<file path="src/hdl/ecs_pkg.sv">
package ecs_pkg;

  localparam int SAMPLE_W = 10;
  localparam int THR_SHIFT = 3;
  localparam int THR_W = SAMPLE_W - THR_SHIFT;
  localparam int SUM_W = SAMPLE_W + 1;
  localparam logic [SAMPLE_W-1:0] SAMPLE_MAX = {SAMPLE_W{1'b1}};

  // input item layout: base_tick, slow_tick, light_a, light_b, threshold_raw
  localparam int IN_BITS = 2 + 3 * SAMPLE_W;
  localparam int IN_DATA_W = ((IN_BITS + 7) / 8) * 8;
  localparam int LIGHT_A_LSB = 2;
  localparam int LIGHT_B_LSB = LIGHT_A_LSB + SAMPLE_W;
  localparam int THR_LSB = LIGHT_B_LSB + SAMPLE_W;

  localparam int CODE_W = 3;
  localparam int CNT_W = 8;
  localparam int LIM_W = CNT_W + 1;

  localparam logic [1:0] PH_REFRACTORY = 2'd0;
  localparam logic [1:0] PH_EXCITABLE  = 2'd1;
  localparam logic [1:0] PH_ACTIVATING = 2'd2;
  localparam logic [1:0] PH_EXCITED    = 2'd3;

  localparam int CFG_IDX_W = 3;
  localparam int CFG_DATA_W = 8;
  localparam logic [CFG_IDX_W-1:0] REG_REFRACTORY_CODE = 3'd0;
  localparam logic [CFG_IDX_W-1:0] REG_DELAY_CODE      = 3'd1;
  localparam logic [CFG_IDX_W-1:0] REG_EXCITED_CODE    = 3'd2;
  localparam logic [CFG_IDX_W-1:0] REG_SELF_COUNT      = 3'd3;
  localparam logic [CFG_IDX_W-1:0] REG_SELF_ENABLE     = 3'd4;

  typedef struct packed {
    logic [CODE_W-1:0] refractory_code;
    logic [CODE_W-1:0] delay_code;
    logic [CODE_W-1:0] excited_code;
    logic [CNT_W-1:0]  self_trigger_count;
    logic              self_trigger_enable;
  } cfg_t;

  typedef struct packed {
    logic load;
    logic preset;
  } lane_ctl_t;

  typedef struct packed {
    logic [1:0] phase;
    logic       fired;
  } result_t;

endpackage

</file>
<file path="src/hdl/excitable_cell_sequencer.sv">
// Four-phase excitable cell (refractory, excitable, activating, excited). Each input item is
// handled in the cycle it is accepted; one result item per input item enters the output
// register. One item is taken every cycle unless the skid is full. Two compare lanes, one per
// light channel, test the rise against their stored previous sample in parallel and the phase
// sequencer merges their hits with the slow-tick self trigger. A two-entry output buffer keeps
// input accepted while one result is stalled. Configuration writes are always accepted.
module excitable_cell_sequencer (
  input  logic                             clk,
  input  logic                             rst_n,
  input  logic                             in_tvalid,
  output logic                             in_tready,
  // base_tick, slow_tick, light_a, light_b, threshold_raw
  input  logic [ecs_pkg::IN_DATA_W-1:0]    in_tdata,
  // sample_valid
  input  logic                             in_tuser,
  output logic                             out_tvalid,
  input  logic                             out_tready,
  // excited_led, excitable_led, phase, fired, zero pad
  output logic [7:0]                       out_tdata,
  input  logic                             cfg_valid,
  output logic                             cfg_ready,
  input  logic [ecs_pkg::CFG_IDX_W-1:0]    cfg_index,
  input  logic [ecs_pkg::CFG_DATA_W-1:0]   cfg_data
);

  ecs_pkg::cfg_t      cfg_r;
  ecs_pkg::lane_ctl_t lane_ctl;
  ecs_pkg::result_t   res;
  logic [1:0]         cur_phase;
  logic               in_acc, out_pop;
  logic               hit_a, hit_b;
  logic [ecs_pkg::SAMPLE_W-1:0] light_a, light_b, threshold_raw;
  logic [7:0]         res_data;
  logic               out_v_r, skid_v_r;
  logic [7:0]         out_d_r, skid_d_r;

  assign light_a       = in_tdata[ecs_pkg::LIGHT_A_LSB +: ecs_pkg::SAMPLE_W];
  assign light_b       = in_tdata[ecs_pkg::LIGHT_B_LSB +: ecs_pkg::SAMPLE_W];
  assign threshold_raw = in_tdata[ecs_pkg::THR_LSB +: ecs_pkg::SAMPLE_W];

  assign cfg_ready = 1'b1;

  always_ff @(posedge clk) begin
    if (!rst_n) begin
      cfg_r.refractory_code     <= 3'd6;
      cfg_r.delay_code          <= 3'd4;
      cfg_r.excited_code        <= 3'd3;
      cfg_r.self_trigger_count  <= 8'd32;
      cfg_r.self_trigger_enable <= 1'b0;
    end else if (cfg_valid) begin
      unique case (cfg_index)
        ecs_pkg::REG_REFRACTORY_CODE: cfg_r.refractory_code <= cfg_data[ecs_pkg::CODE_W-1:0];
        ecs_pkg::REG_DELAY_CODE:      cfg_r.delay_code <= cfg_data[ecs_pkg::CODE_W-1:0];
        ecs_pkg::REG_EXCITED_CODE:    cfg_r.excited_code <= cfg_data[ecs_pkg::CODE_W-1:0];
        ecs_pkg::REG_SELF_COUNT:      cfg_r.self_trigger_count <= cfg_data;
        ecs_pkg::REG_SELF_ENABLE:     cfg_r.self_trigger_enable <= cfg_data[0];
        default: ;
      endcase
    end
  end

  assign in_tready = !skid_v_r;
  assign in_acc    = in_tvalid && in_tready;
  assign out_pop   = out_v_r && out_tready;

  ecs_lane u_lane_a (
    .clk    (clk),
    .rst_n  (rst_n),
    .ctl    (lane_ctl),
    .sample (light_a),
    .thr    (threshold_raw[ecs_pkg::SAMPLE_W-1:ecs_pkg::THR_SHIFT]),
    .hit    (hit_a)
  );

  ecs_lane u_lane_b (
    .clk    (clk),
    .rst_n  (rst_n),
    .ctl    (lane_ctl),
    .sample (light_b),
    .thr    (threshold_raw[ecs_pkg::SAMPLE_W-1:ecs_pkg::THR_SHIFT]),
    .hit    (hit_b)
  );

  ecs_phase u_phase (
    .clk          (clk),
    .rst_n        (rst_n),
    .cfg          (cfg_r),
    .acc          (in_acc),
    .base_tick    (in_tdata[0]),
    .slow_tick    (in_tdata[1]),
    .sample_valid (in_tuser),
    .hit_a        (hit_a),
    .hit_b        (hit_b),
    .lane_ctl     (lane_ctl),
    .res          (res),
    .cur_phase    (cur_phase)
  );

  assign res_data = {3'b000, res.fired, res.phase,
                     res.phase == ecs_pkg::PH_EXCITABLE,
                     res.phase == ecs_pkg::PH_EXCITED};

  // output register plus skid entry
  always_ff @(posedge clk) begin
    if (!rst_n) begin
      out_v_r  <= 1'b0;
      skid_v_r <= 1'b0;
    end else if (skid_v_r) begin
      if (out_pop) begin
        skid_v_r <= 1'b0;
      end
    end else if (in_acc) begin
      if (out_v_r && !out_pop) begin
        skid_v_r <= 1'b1;
      end else begin
        out_v_r <= 1'b1;
      end
    end else if (out_pop) begin
      out_v_r <= 1'b0;
    end
  end

  always_ff @(posedge clk) begin
    if (skid_v_r) begin
      if (out_pop) begin
        out_d_r <= skid_d_r;
      end
    end else if (in_acc) begin
      if (out_v_r && !out_pop) begin
        skid_d_r <= res_data;
      end else begin
        out_d_r <= res_data;
      end
    end
  end

  assign out_tvalid = out_v_r;
  assign out_tdata  = out_d_r;

  a_skid_implies_out: assert property (@(posedge clk) disable iff (!rst_n)
    skid_v_r |-> out_v_r)
    else $error("skid entry held without output entry");

  a_phase_holds_idle: assert property (@(posedge clk) disable iff (!rst_n)
    !in_acc |=> $stable(cur_phase))
    else $error("phase moved without an item");

  a_fire_to_activating: assert property (@(posedge clk) disable iff (!rst_n)
    (in_acc && res.fired) |=> (cur_phase == ecs_pkg::PH_ACTIVATING))
    else $error("trigger did not enter activating phase");

  a_fire_only_excitable: assert property (@(posedge clk) disable iff (!rst_n)
    res.fired |-> (cur_phase == ecs_pkg::PH_EXCITABLE && in_acc))
    else $error("trigger outside excitable phase");

endmodule

</file>
<file path="src/hdl/ecs_lane.sv">
module ecs_lane (
  input  logic                          clk,
  input  logic                          rst_n,
  input  ecs_pkg::lane_ctl_t            ctl,
  input  logic [ecs_pkg::SAMPLE_W-1:0]  sample,
  input  logic [ecs_pkg::THR_W-1:0]     thr,
  output logic                          hit
);

  logic [ecs_pkg::SAMPLE_W-1:0] prev_r;
  logic [ecs_pkg::SUM_W-1:0]    need;

  // rise test against the previous sample of this channel
  assign need = {1'b0, prev_r} + ecs_pkg::SUM_W'(thr);
  assign hit  = {1'b0, sample} >= need;

  always_ff @(posedge clk) begin
    if (!rst_n) begin
      prev_r <= ecs_pkg::SAMPLE_MAX;
    end else if (ctl.preset) begin
      prev_r <= ecs_pkg::SAMPLE_MAX;
    end else if (ctl.load) begin
      prev_r <= sample;
    end
  end

endmodule

</file>
<file path="src/hdl/ecs_phase.sv">
module ecs_phase (
  input  logic                       clk,
  input  logic                       rst_n,
  input  ecs_pkg::cfg_t              cfg,
  input  logic                       acc,
  input  logic                       base_tick,
  input  logic                       slow_tick,
  input  logic                       sample_valid,
  input  logic                       hit_a,
  input  logic                       hit_b,
  output ecs_pkg::lane_ctl_t         lane_ctl,
  output ecs_pkg::result_t           res,
  output logic [1:0]                 cur_phase
);

  logic [1:0]                phase_r, phase_nxt;
  logic [ecs_pkg::CNT_W-1:0] tick_r, tick_nxt;
  logic [ecs_pkg::CNT_W-1:0] slow_r, slow_nxt;
  logic                      self_r, self_nxt;
  logic [ecs_pkg::CODE_W-1:0] code;
  logic [ecs_pkg::LIM_W-1:0] limit;
  logic [ecs_pkg::LIM_W-1:0] tick_inc;
  logic [ecs_pkg::CNT_W-1:0] slow_inc;
  logic                      trig;
  logic                      fired;

  assign cur_phase = phase_r;

  always_comb begin
    unique case (phase_r)
      ecs_pkg::PH_REFRACTORY: code = cfg.refractory_code;
      ecs_pkg::PH_ACTIVATING: code = cfg.delay_code;
      default:                code = cfg.excited_code;
    endcase
  end

  assign limit    = ecs_pkg::LIM_W'(1) << code;
  assign tick_inc = {1'b0, tick_r} + ecs_pkg::LIM_W'(1);
  assign slow_inc = slow_r + ecs_pkg::CNT_W'(1);

  always_comb begin
    phase_nxt = phase_r;
    tick_nxt  = tick_r;
    slow_nxt  = slow_r;
    self_nxt  = self_r;
    trig      = 1'b0;
    fired     = 1'b0;
    lane_ctl  = '0;
    if (acc) begin
      if (phase_r == ecs_pkg::PH_EXCITABLE) begin
        if (slow_tick) begin
          slow_nxt = slow_inc;
          if (slow_inc == cfg.self_trigger_count && cfg.self_trigger_enable) begin
            self_nxt = 1'b1;
          end
        end
        // merge the lane results with the forced trigger
        trig = self_nxt || (sample_valid && (hit_a || hit_b));
        lane_ctl.load = sample_valid;
        if (trig) begin
          fired     = 1'b1;
          phase_nxt = ecs_pkg::PH_ACTIVATING;
          tick_nxt  = '0;
        end
      end else if (base_tick) begin
        tick_nxt = tick_inc[ecs_pkg::CNT_W-1:0];
        if (tick_inc >= limit) begin
          phase_nxt = phase_r + 2'd1;
          tick_nxt  = '0;
          if (phase_nxt == ecs_pkg::PH_EXCITABLE) begin
            lane_ctl.preset = 1'b1;
            slow_nxt        = '0;
            self_nxt        = 1'b0;
          end
        end
      end
    end
  end

  assign res.phase = phase_nxt;
  assign res.fired = fired;

  always_ff @(posedge clk) begin
    if (!rst_n) begin
      phase_r <= ecs_pkg::PH_REFRACTORY;
      tick_r  <= '0;
      slow_r  <= '0;
      self_r  <= 1'b0;
    end else begin
      phase_r <= phase_nxt;
      tick_r  <= tick_nxt;
      slow_r  <= slow_nxt;
      self_r  <= self_nxt;
    end
  end

endmodule

</file>
<file path="config.mk">
export PLATFORM = sky130hd
export DESIGN_NAME = excitable_cell_sequencer
export DESIGN_NICKNAME = d
export VERILOG_FILES = /design/src/hdl/ecs_pkg.sv /design/src/hdl/excitable_cell_sequencer.sv /design/src/hdl/ecs_lane.sv /design/src/hdl/ecs_phase.sv
export SDC_FILE = /design/constraint.sdc
export NUM_CORES = 1
export LEC_CHECK = 0
export ABC_AREA = 0
export BUFFER_PORTS_ARGS = -buffer_cell sky130_fd_sc_hd__buf_2
export CORE_ASPECT_RATIO = 2
export CORE_MARGIN = 8
export CORE_UTILIZATION = 45
export CTS_BUF_LIST = sky130_fd_sc_hd__clkbuf_4 sky130_fd_sc_hd__clkbuf_8
export CTS_CLUSTER_DIAMETER = 200
export DETAILED_ROUTE_END_ITERATION = 16
export SLEW_MARGIN = 20
export SYNTH_ARGS = -nofsm -noshare
export SYNTH_HDL_FRONTEND = slang
export SYNTH_SLANG_ARGS = --single-unit
</file>
<file path="constraint.sdc">
create_clock -name clk -period 4 [get_ports clk]
set_input_delay 0 -clock clk [delete_from_list [all_inputs] [get_ports clk]]
set_output_delay 0 -clock clk [all_outputs]
set_load 0.05 [all_outputs]
</file>
## Yosys cells after proc, flatten, opt, wreduce, memory -nomap -nowiden

Cells that the tools add are included.

| storage, ports and cells | value |
|---|---|
| latch bits | 0 |
| input bits | 49 |
| memory bits (read-only) | 0 |
| output and inout port bits | 11 |
| memories kept | 0 |
| flip-flop bits (word level) | 72 |
| memory bits (writable) | 0 |

| operators by class | value |
|---|---|
| shifts and indexed selects | 1 |
| order comparisons | 3 |
| reduce and logical (&&, ||, !) cells | 28 |
| multiplexer cells | 42 |
| $mul | 0 |
| add/sub/neg operators | 5 |
| eq/ne operators | 15 |
| bitwise logic cells | 2 |
| div/mod/pow operators | 0 |

Operator list:

| cell | count |
|---|---|
| two-way mux 8 bit | 13 |
| adder 10 x 7 -> 11 bit | 2 |
| greater-or-equal comparator 10 x 11 -> 1 bit | 2 |
| two-way mux 1 bit | 22 |
| two-way mux 2 bit | 6 |
| AND reduction 3 bit | 4 |
| != test 2 bit (second input constant) | 5 |
| AND reduction 2 bit | 5 |
| nonzero test 2 bit | 5 |
| adder 8 x 1 -> 9 bit (second input constant) | 1 |
| greater-or-equal comparator 9 bit | 1 |
| left shift 1 x 3 -> 9 bit (first input constant) | 1 |
| adder 8 x 1 -> 8 bit (second input constant) | 1 |
| equality test 8 bit | 1 |
| equality test 2 x 1 -> 1 bit (second input constant) | 3 |
| equality test 3 x 2 -> 1 bit (second input constant) | 2 |
| one-hot mux 3 bit (2 select lines) | 1 |
| logical AND 1 bit | 5 |
| AND reduction 5 bit | 1 |
| equality test 2 bit (second input constant) | 2 |
| AND reduction 4 bit | 1 |
| equality test 3 x 1 -> 1 bit (second input constant) | 1 |
| equality test 3 bit (second input constant) | 1 |
| zero test 3 bit | 1 |
| 6 further kinds | 9 |

## Logic depth before layout (Yosys ltp)

| depth | value |
|---|---|
| word-level depth | 15 |
| mapped depth | 17 |
| mapped depth without buffers | 17 |

## Modules after synthesis

A second synthesis with hierarchy kept.

| second synthesis, totals | value |
|---|---|
| cell total of the unflattened synthesis | 527 |
| area total of the unflattened synthesis | 4824.6 um2 |

By module, submodules not included:

| module | instances | cells an instance | area each (um2) |
|---|---|---|---|
| ecs_phase | 1 | 201 | 1669.1 |
| excitable_cell_sequencer | 1 | 114 | 1265.0 |
| ecs_lane at u_lane_b | 1 | 108 | 949.7 |
| ecs_lane at u_lane_a | 1 | 104 | 940.9 |

## Worst setup path before layout

No wires, ideal clock.

| timing | value |
|---|---|
| kind | flip-flop to flip-flop |
| start | register u_lane_b.prev_r[0] (netlist name) |
| end | register out_d_r[1], in the netlist out_tdata[1], data pin |
| data arrival time | 3468 ps |
| buffers on the path | 0 |
| cell stages (with the launch flop) | 17 |
| setup time | 163 ps |
| period minus slack after synthesis | 3631 ps |
| setup slack | 369 ps |
| required time | 3837 ps |
| path through | dfxtp_1 ha_1 inv_1 fa_1 nor2b_1 o31a_1 nor4_2 nor4b_1 xnor2_1 ha_1 and2_0 a221o_1 a31oi_1 o32ai_1 or2_1 o311a_4 o31ai_4 |

| on the way | value |
|---|---|
| longest elaborated chain between the ends | 12 |

Ends and longest elaborated chain:

| what | line | source |
|---|---|---|
| start, declared | ecs_lane.sv:10 | `logic [ecs_pkg::SAMPLE_W-1:0] prev_r;` |
| start signal, assigned | ecs_lane.sv:19 | `prev_r <= ecs_pkg::SAMPLE_MAX;` |
| start signal, assigned | ecs_lane.sv:21 | `prev_r <= ecs_pkg::SAMPLE_MAX;` |
| start signal, assigned | ecs_lane.sv:23 | `prev_r <= sample;` |
| adder 10 x 7 -> 11 bit | ecs_lane.sv:14 | `assign need = {1'b0, prev_r} + ecs_pkg::SUM_W'(thr);` |
| greater-or-equal comparator 10 x 11 -> 1 bit | ecs_lane.sv:15 | `assign hit = {1'b0, sample} >= need;` |
| logical OR 1 bit | ecs_phase.sv:58 | `trig = self_nxt \|\| (sample_valid && (hit_a \|\| hit_b));` |
| logical AND 1 bit | ecs_phase.sv:58 |  |
| logical OR 1 bit | ecs_phase.sv:58 |  |
| two-way mux 2 bit | ecs_phase.sv:60 | `if (trig) begin` |
| two-way mux 2 bit | ecs_phase.sv:50 | `if (phase_r == ecs_pkg::PH_EXCITABLE) begin` |
| two-way mux 2 bit | ecs_phase.sv:49 | `if (acc) begin` |
| equality test 2 x 1 -> 1 bit | excitable_cell_sequencer.sv:100 | `res.phase == ecs_pkg::PH_EXCITABLE,` |
| two-way mux 8 bit | excitable_cell_sequencer.sv:129 | `if (out_v_r && !out_pop) begin` |
| two-way mux 8 bit | excitable_cell_sequencer.sv:128 | `end else if (in_acc) begin` |
| two-way mux 8 bit | excitable_cell_sequencer.sv:124 | `if (skid_v_r) begin` |
| end signal, assigned | excitable_cell_sequencer.sv:126 | `out_d_r <= skid_d_r;` |
| end signal, assigned | excitable_cell_sequencer.sv:132 | `out_d_r <= res_data;` |
| end, declared | excitable_cell_sequencer.sv:35 | `logic [7:0] out_d_r, skid_d_r;` |

No other way between the ends. The select of a mux whose other input is x is not followed.
A chain may end at the register's enable or synchronous reset.

## Worst setup path after layout

| timing | value |
|---|---|
| start | register u_lane_b.prev_r[0] (netlist name) |
| end | register out_d_r[2], in the netlist out_tdata[2], data pin |

| on the way | value |
|---|---|
| longest elaborated chain between the ends | 11 |

Ends and longest elaborated chain:

| what | line |
|---|---|
| adder 10 x 7 -> 11 bit | ecs_lane.sv:14 |
| greater-or-equal comparator 10 x 11 -> 1 bit | ecs_lane.sv:15 |
| logical OR 1 bit | ecs_phase.sv:58 |
| logical AND 1 bit | ecs_phase.sv:58 |
| logical OR 1 bit | ecs_phase.sv:58 |
| two-way mux 2 bit | ecs_phase.sv:60 |
| two-way mux 2 bit | ecs_phase.sv:50 |
| two-way mux 2 bit | ecs_phase.sv:49 |
| two-way mux 8 bit | excitable_cell_sequencer.sv:129 |
| two-way mux 8 bit | excitable_cell_sequencer.sv:128 |
| two-way mux 8 bit | excitable_cell_sequencer.sv:124 |

No other way between the ends. The select of a mux whose other input is x is not followed.

==> metrics.csv <==
stage;metric;value;unit
cells_and_area;filler_cell_count_in_the_final_layout;946;
min_path;destination_of_the_worst_hold_path;out_tvalid;
critical_path;crit_chain;ha_4 -> inv_1 -> fa_2 -> nor2b_2 -> o31a_1 -> nor4_4 -> nor4b_2 -> xnor2_1 -> ha_1 -> and2_4 -> a221o_1 -> a31oi_2 -> o32ai_2 -> or2_1 -> o311a_4 -> a21oi_2;
synthesis;synth.mux.area_fraction;2.403;%
sta;min_period;3.826;ns
cells_and_area;final_net_count;724;
min_path;worst_hold_startpoint;out_tready;
synthesis;synth_area_in_compound_gates;18.80;%
min_path;min-delay-path-class;in2reg;
floorplan;die_area;0.01400;mm²
synthesis;post_synth.cell_area_avg;8.486;µm²
synthesis;share_of_async_settable_or_async_resettable_flops_after_synthesis;0;%
synthesis;netlist_instances;546;
floorplan;dieHeight;159.5;µm
job;drv_cap;0;
critical_path;timing.reg2reg.setup_slack;0.17;ns
sta;post-route-worst-setup-slack;0.1743;ns
critical_path;worst-endpoint-required;4.21;ns
critical_path;cp-end-kind;flop;
floorplan;row_count;52;
critical_path;rr_startpoint;u_lane_b.prev_r[0];
cts;clk_transition_reported_paths;0.07;ns
cells_and_area;drive_above_1_share;16.51;%
synthesis;synth-adder-area-share;13.83;%
sta;setup-violations-final;0;
critical_path;critical_path.slowest_cell;sky130_fd_sc_hd__o311a_4;
global_routing;global_route_wire_length_before_repair;19310;µm
cells_and_area;n_antenna_cell;0;
floorplan;die_w;87.75;µm
cts;cts.sinks;69;
cts;worst_skew_pair.late_latency;0.36;ns
cts;ctsLongestPathBuffers;2;
critical_path;rr_worst_depth;16;
synthesis;yosys.cell_types.count;69;
synthesis;post_synth_simple_gate_area;23.28;%
route;first_pass_iters;4;
cells_and_area;post_route_cell_area;0.005577;mm²
cts;cts_inserted_buffers;9;
placed_design;place.port_buffers;52;
route;wire_per_inst;15.61;µm
synthesis;synth.ff_latch_count;69;
sta;rsz0062_at_grt;true;
synthesis;seq_total_area_yosys;31.97;%
synthesis;yosysWarnings;0;
cells_and_area;postLayoutCoreUtil;55.30;%
synthesis;yosys.area_share.xor_xnor;5.482;%
placed_design;post-place-cells;716;
cts;ctsRootBufferMaster;sky130_fd_sc_hd__clkbuf_8;
synthesis;synth_ff_type;sky130_fd_sc_hd__dfxtp_1;
placed_design;placed_area;0.004991;mm²
cts;htree_levels;3;
route;drt_drc_violations_left;0;
cts;tritoncts_clock_tree;yes;
min_path;holdPathStages;4;
sta;fmax;0.2614;GHz
placed_design;pre_cts_slack;-0.04480;ns
sta;hold_viol_final;0;
synthesis;number_of_flops_mapped_to_enable_cells_by_yosys;10;
placed_design;post-dp-hpwl;9104;µm
cells_and_area;areaGrowthSynthToFinish;20.36;%
critical_path;crit_path_max_incr_delay;0.43;ns
critical_path;crit_path_max_fanout;7;
sta;tightest_slew;0.9059;ns
status;run_status;finished, final reports clean;
sta;final_max_slew_viol_count;0;
cells_and_area;final_cell_count_no_fill;765;
global_routing;grt_max_degree;41;
route;postRouteWirelength;11940;µm
global_routing;first_global_vias;4172;
power;p_per_area;491.9;mW/mm²
sta;setup_total_negative_slack;0;ns
critical_path;arrival;4.03;ns
critical_path;worstSetupStartpointType;flop;
route;postRouteAntennaNets;0;
critical_path;worstSetupPathType;reg2reg;
global_routing;grt_usage;17.56;%
synthesis;post_synth_instance_area;0.004633;mm²
synthesis;synth_top_family_by_area;simple AND/OR/NAND/NOR gates;
floorplan;core;0.01008;mm²
global_routing;global_route.overflow_total;0;
route;via_count;4096;
placed_design;gp_congestion;0.8662;
global_routing;grt_antenna_before_repair;0;
power;ir_drop;0.0003111;V
critical_path;worst_setup_path_startpoint;u_lane_b.prev_r[0];
sta;holdWs;0.03492;ns
critical_path;rr_endpoint;out_tdata[2];
route;drt-vias-per-instance;5.354;
sta;timing.slew.headroom;39.44;%
sta;fin_crit_share;95.64;%
floorplan;floorplan.io_pins;60;
power;post-layout-total-power;2.743;mW
power;cellLeakagePower;2.467;nW
floorplan;initial_core_utilization;45.94;%
sta;timing.clock.skew;0.004991;ns
route;drt-initial-drc-count;194;
## repair_timing
| item | CTS | global route |
|---|---|---|
| gates resized for setup | 2 | 15 |
| pin swaps | 0 | 12 |
| hold buffers | 30 | 0 |
| setup endpoints to repair | 3 | 29 |
| setup buffers | 0 | 3 |
| hold endpoints to repair | 39 | 0 |
## flip-flops by register name (all words and copies together), names as in the netlist
name               flops
cfg_r                 18
u_lane_a.prev_r       10
u_lane_b.prev_r       10
u_phase.slow_r         8
u_phase.tick_r         8
out_tdata              5
skid_d_r               5
u_phase.cur_phase      2
out_tvalid             1
skid_v_r               1
u_phase.self_r         1
## worst max path at each step
stage / end / slack, ns
CTS: out_tdata[2] / 0.008
floorplan: out_tdata[1] / 0.37
detailed placement: out_tdata[2] / -0.04
global route: u_lane_b.prev_r[0] / -0.02
global placement: out_tdata[2] / 0.03
finish: out_tdata[2] / 0.17
## synthesized netlist by cell type (all sizes together) (9+ instances only)
| cell | instances | area share, % |
|---|---|---|
| or3 | 9 | 1.2 |
| nor2 | 30 | 2.4 |
| and2 | 9 | 1.2 |
| nand3 | 33 | 3.7 |
| nor2b | 12 | 1.6 |
| xnor2 | 17 | 3.2 |
| o21ai | 25 | 2.7 |
| nand2 | 82 | 6.6 |
| a21oi | 19 | 2.1 |
| xor2 | 12 | 2.3 |
| dfxtp | 59 | 25 |
| clkbuf | 16 | 1.3 |
| and3 | 9 | 1.3 |
| a21boi | 23 | 3.7 |
| ha | 48 | 13 |
| inv | 21 | 1.7 |
| a21o | 11 | 1.8 |
| mux2i | 10 | 2.2 |
| edfxtp | 10 | 6.5 |
## layout make-up
cell class	instances	area [µm²]	area share, %
multi-input cells	435	3047	54.63
flip-flops and latches	69	1483	26.59
repair buffers	88	605.6	10.86
well taps	135	168.9	3.029
clock buffers	11	138.9	2.490
inverters	22	82.58	1.481
clock inverters	5	51.30	0.9199
## power breakdown
group | switching [mW] | internal, mW
clock network | 0.271 | 0.298
registers | 0.0395 | 0.781
logic | 0.818 | 0.535
## logic make-up (layout without fill, tap and decap cells)
kind of cell / Yosys count / after routing
XOR/XNOR: 29 / 29
multiplexers: 11 / 11
flip-flops: 69 / 69
AO/OA/AOI/OAI: 123 / 123
AND/OR/NAND/NOR: 218 / 218
other: 2 / 4
adder cells (fa/ha/maj): 50 / 50
buffers and inverters: 44 / 126
## placed cells by master, fill, tap and decap left out, drive strengths merged, types with 3 or more instances in the layout
| cell type | n |
|---|---|
| a21boi | 23 |
| a21o | 11 |
| a21oi | 19 |
| a31oi | 5 |
| and2 | 9 |
| and3 | 9 |
| buf | 58 |
| clkbuf | 11 |
| clkinv | 4 |
| conb | 4 |
| dfxtp | 59 |
| dlygate4sd3 | 30 |
| edfxtp | 10 |
| ha | 48 |
| inv | 21 |
| mux2i | 10 |
| nand2 | 82 |
| nand2b | 6 |
| nand3 | 33 |
| nand4 | 6 |
| nor2 | 30 |
| nor2b | 12 |
| nor3 | 6 |
| nor4 | 3 |
| o211ai | 6 |
| o21a | 6 |
| o21ai | 25 |
| o21bai | 4 |
| o31a | 4 |
| or3 | 9 |
| or3b | 4 |
| xnor2 | 17 |
| xor2 | 12 |
## critical path, delay by kind of cell (launching register included)
kind / cells / cell delay, ns
buffers and inverters: 1 / 0.05
AND/OR/NAND/NOR: 5 / 0.91
XOR/XNOR: 1 / 0.12
flip-flops: 1 / 0.35
adder cells (fa/ha/maj): 3 / 0.80
AO/OA/AOI/OAI: 6 / 1.46
## layer usage
metal	up-vias	GRT usage (%)	wire, µm
li1	2085	-	-
met4	0	6.788	183
met2	58	34.83	6948
met5	-	0	0
met3	14	3.309	275
met1	1939	16.19	4535
Note: power is estimated with default switching activity, not from simulation.
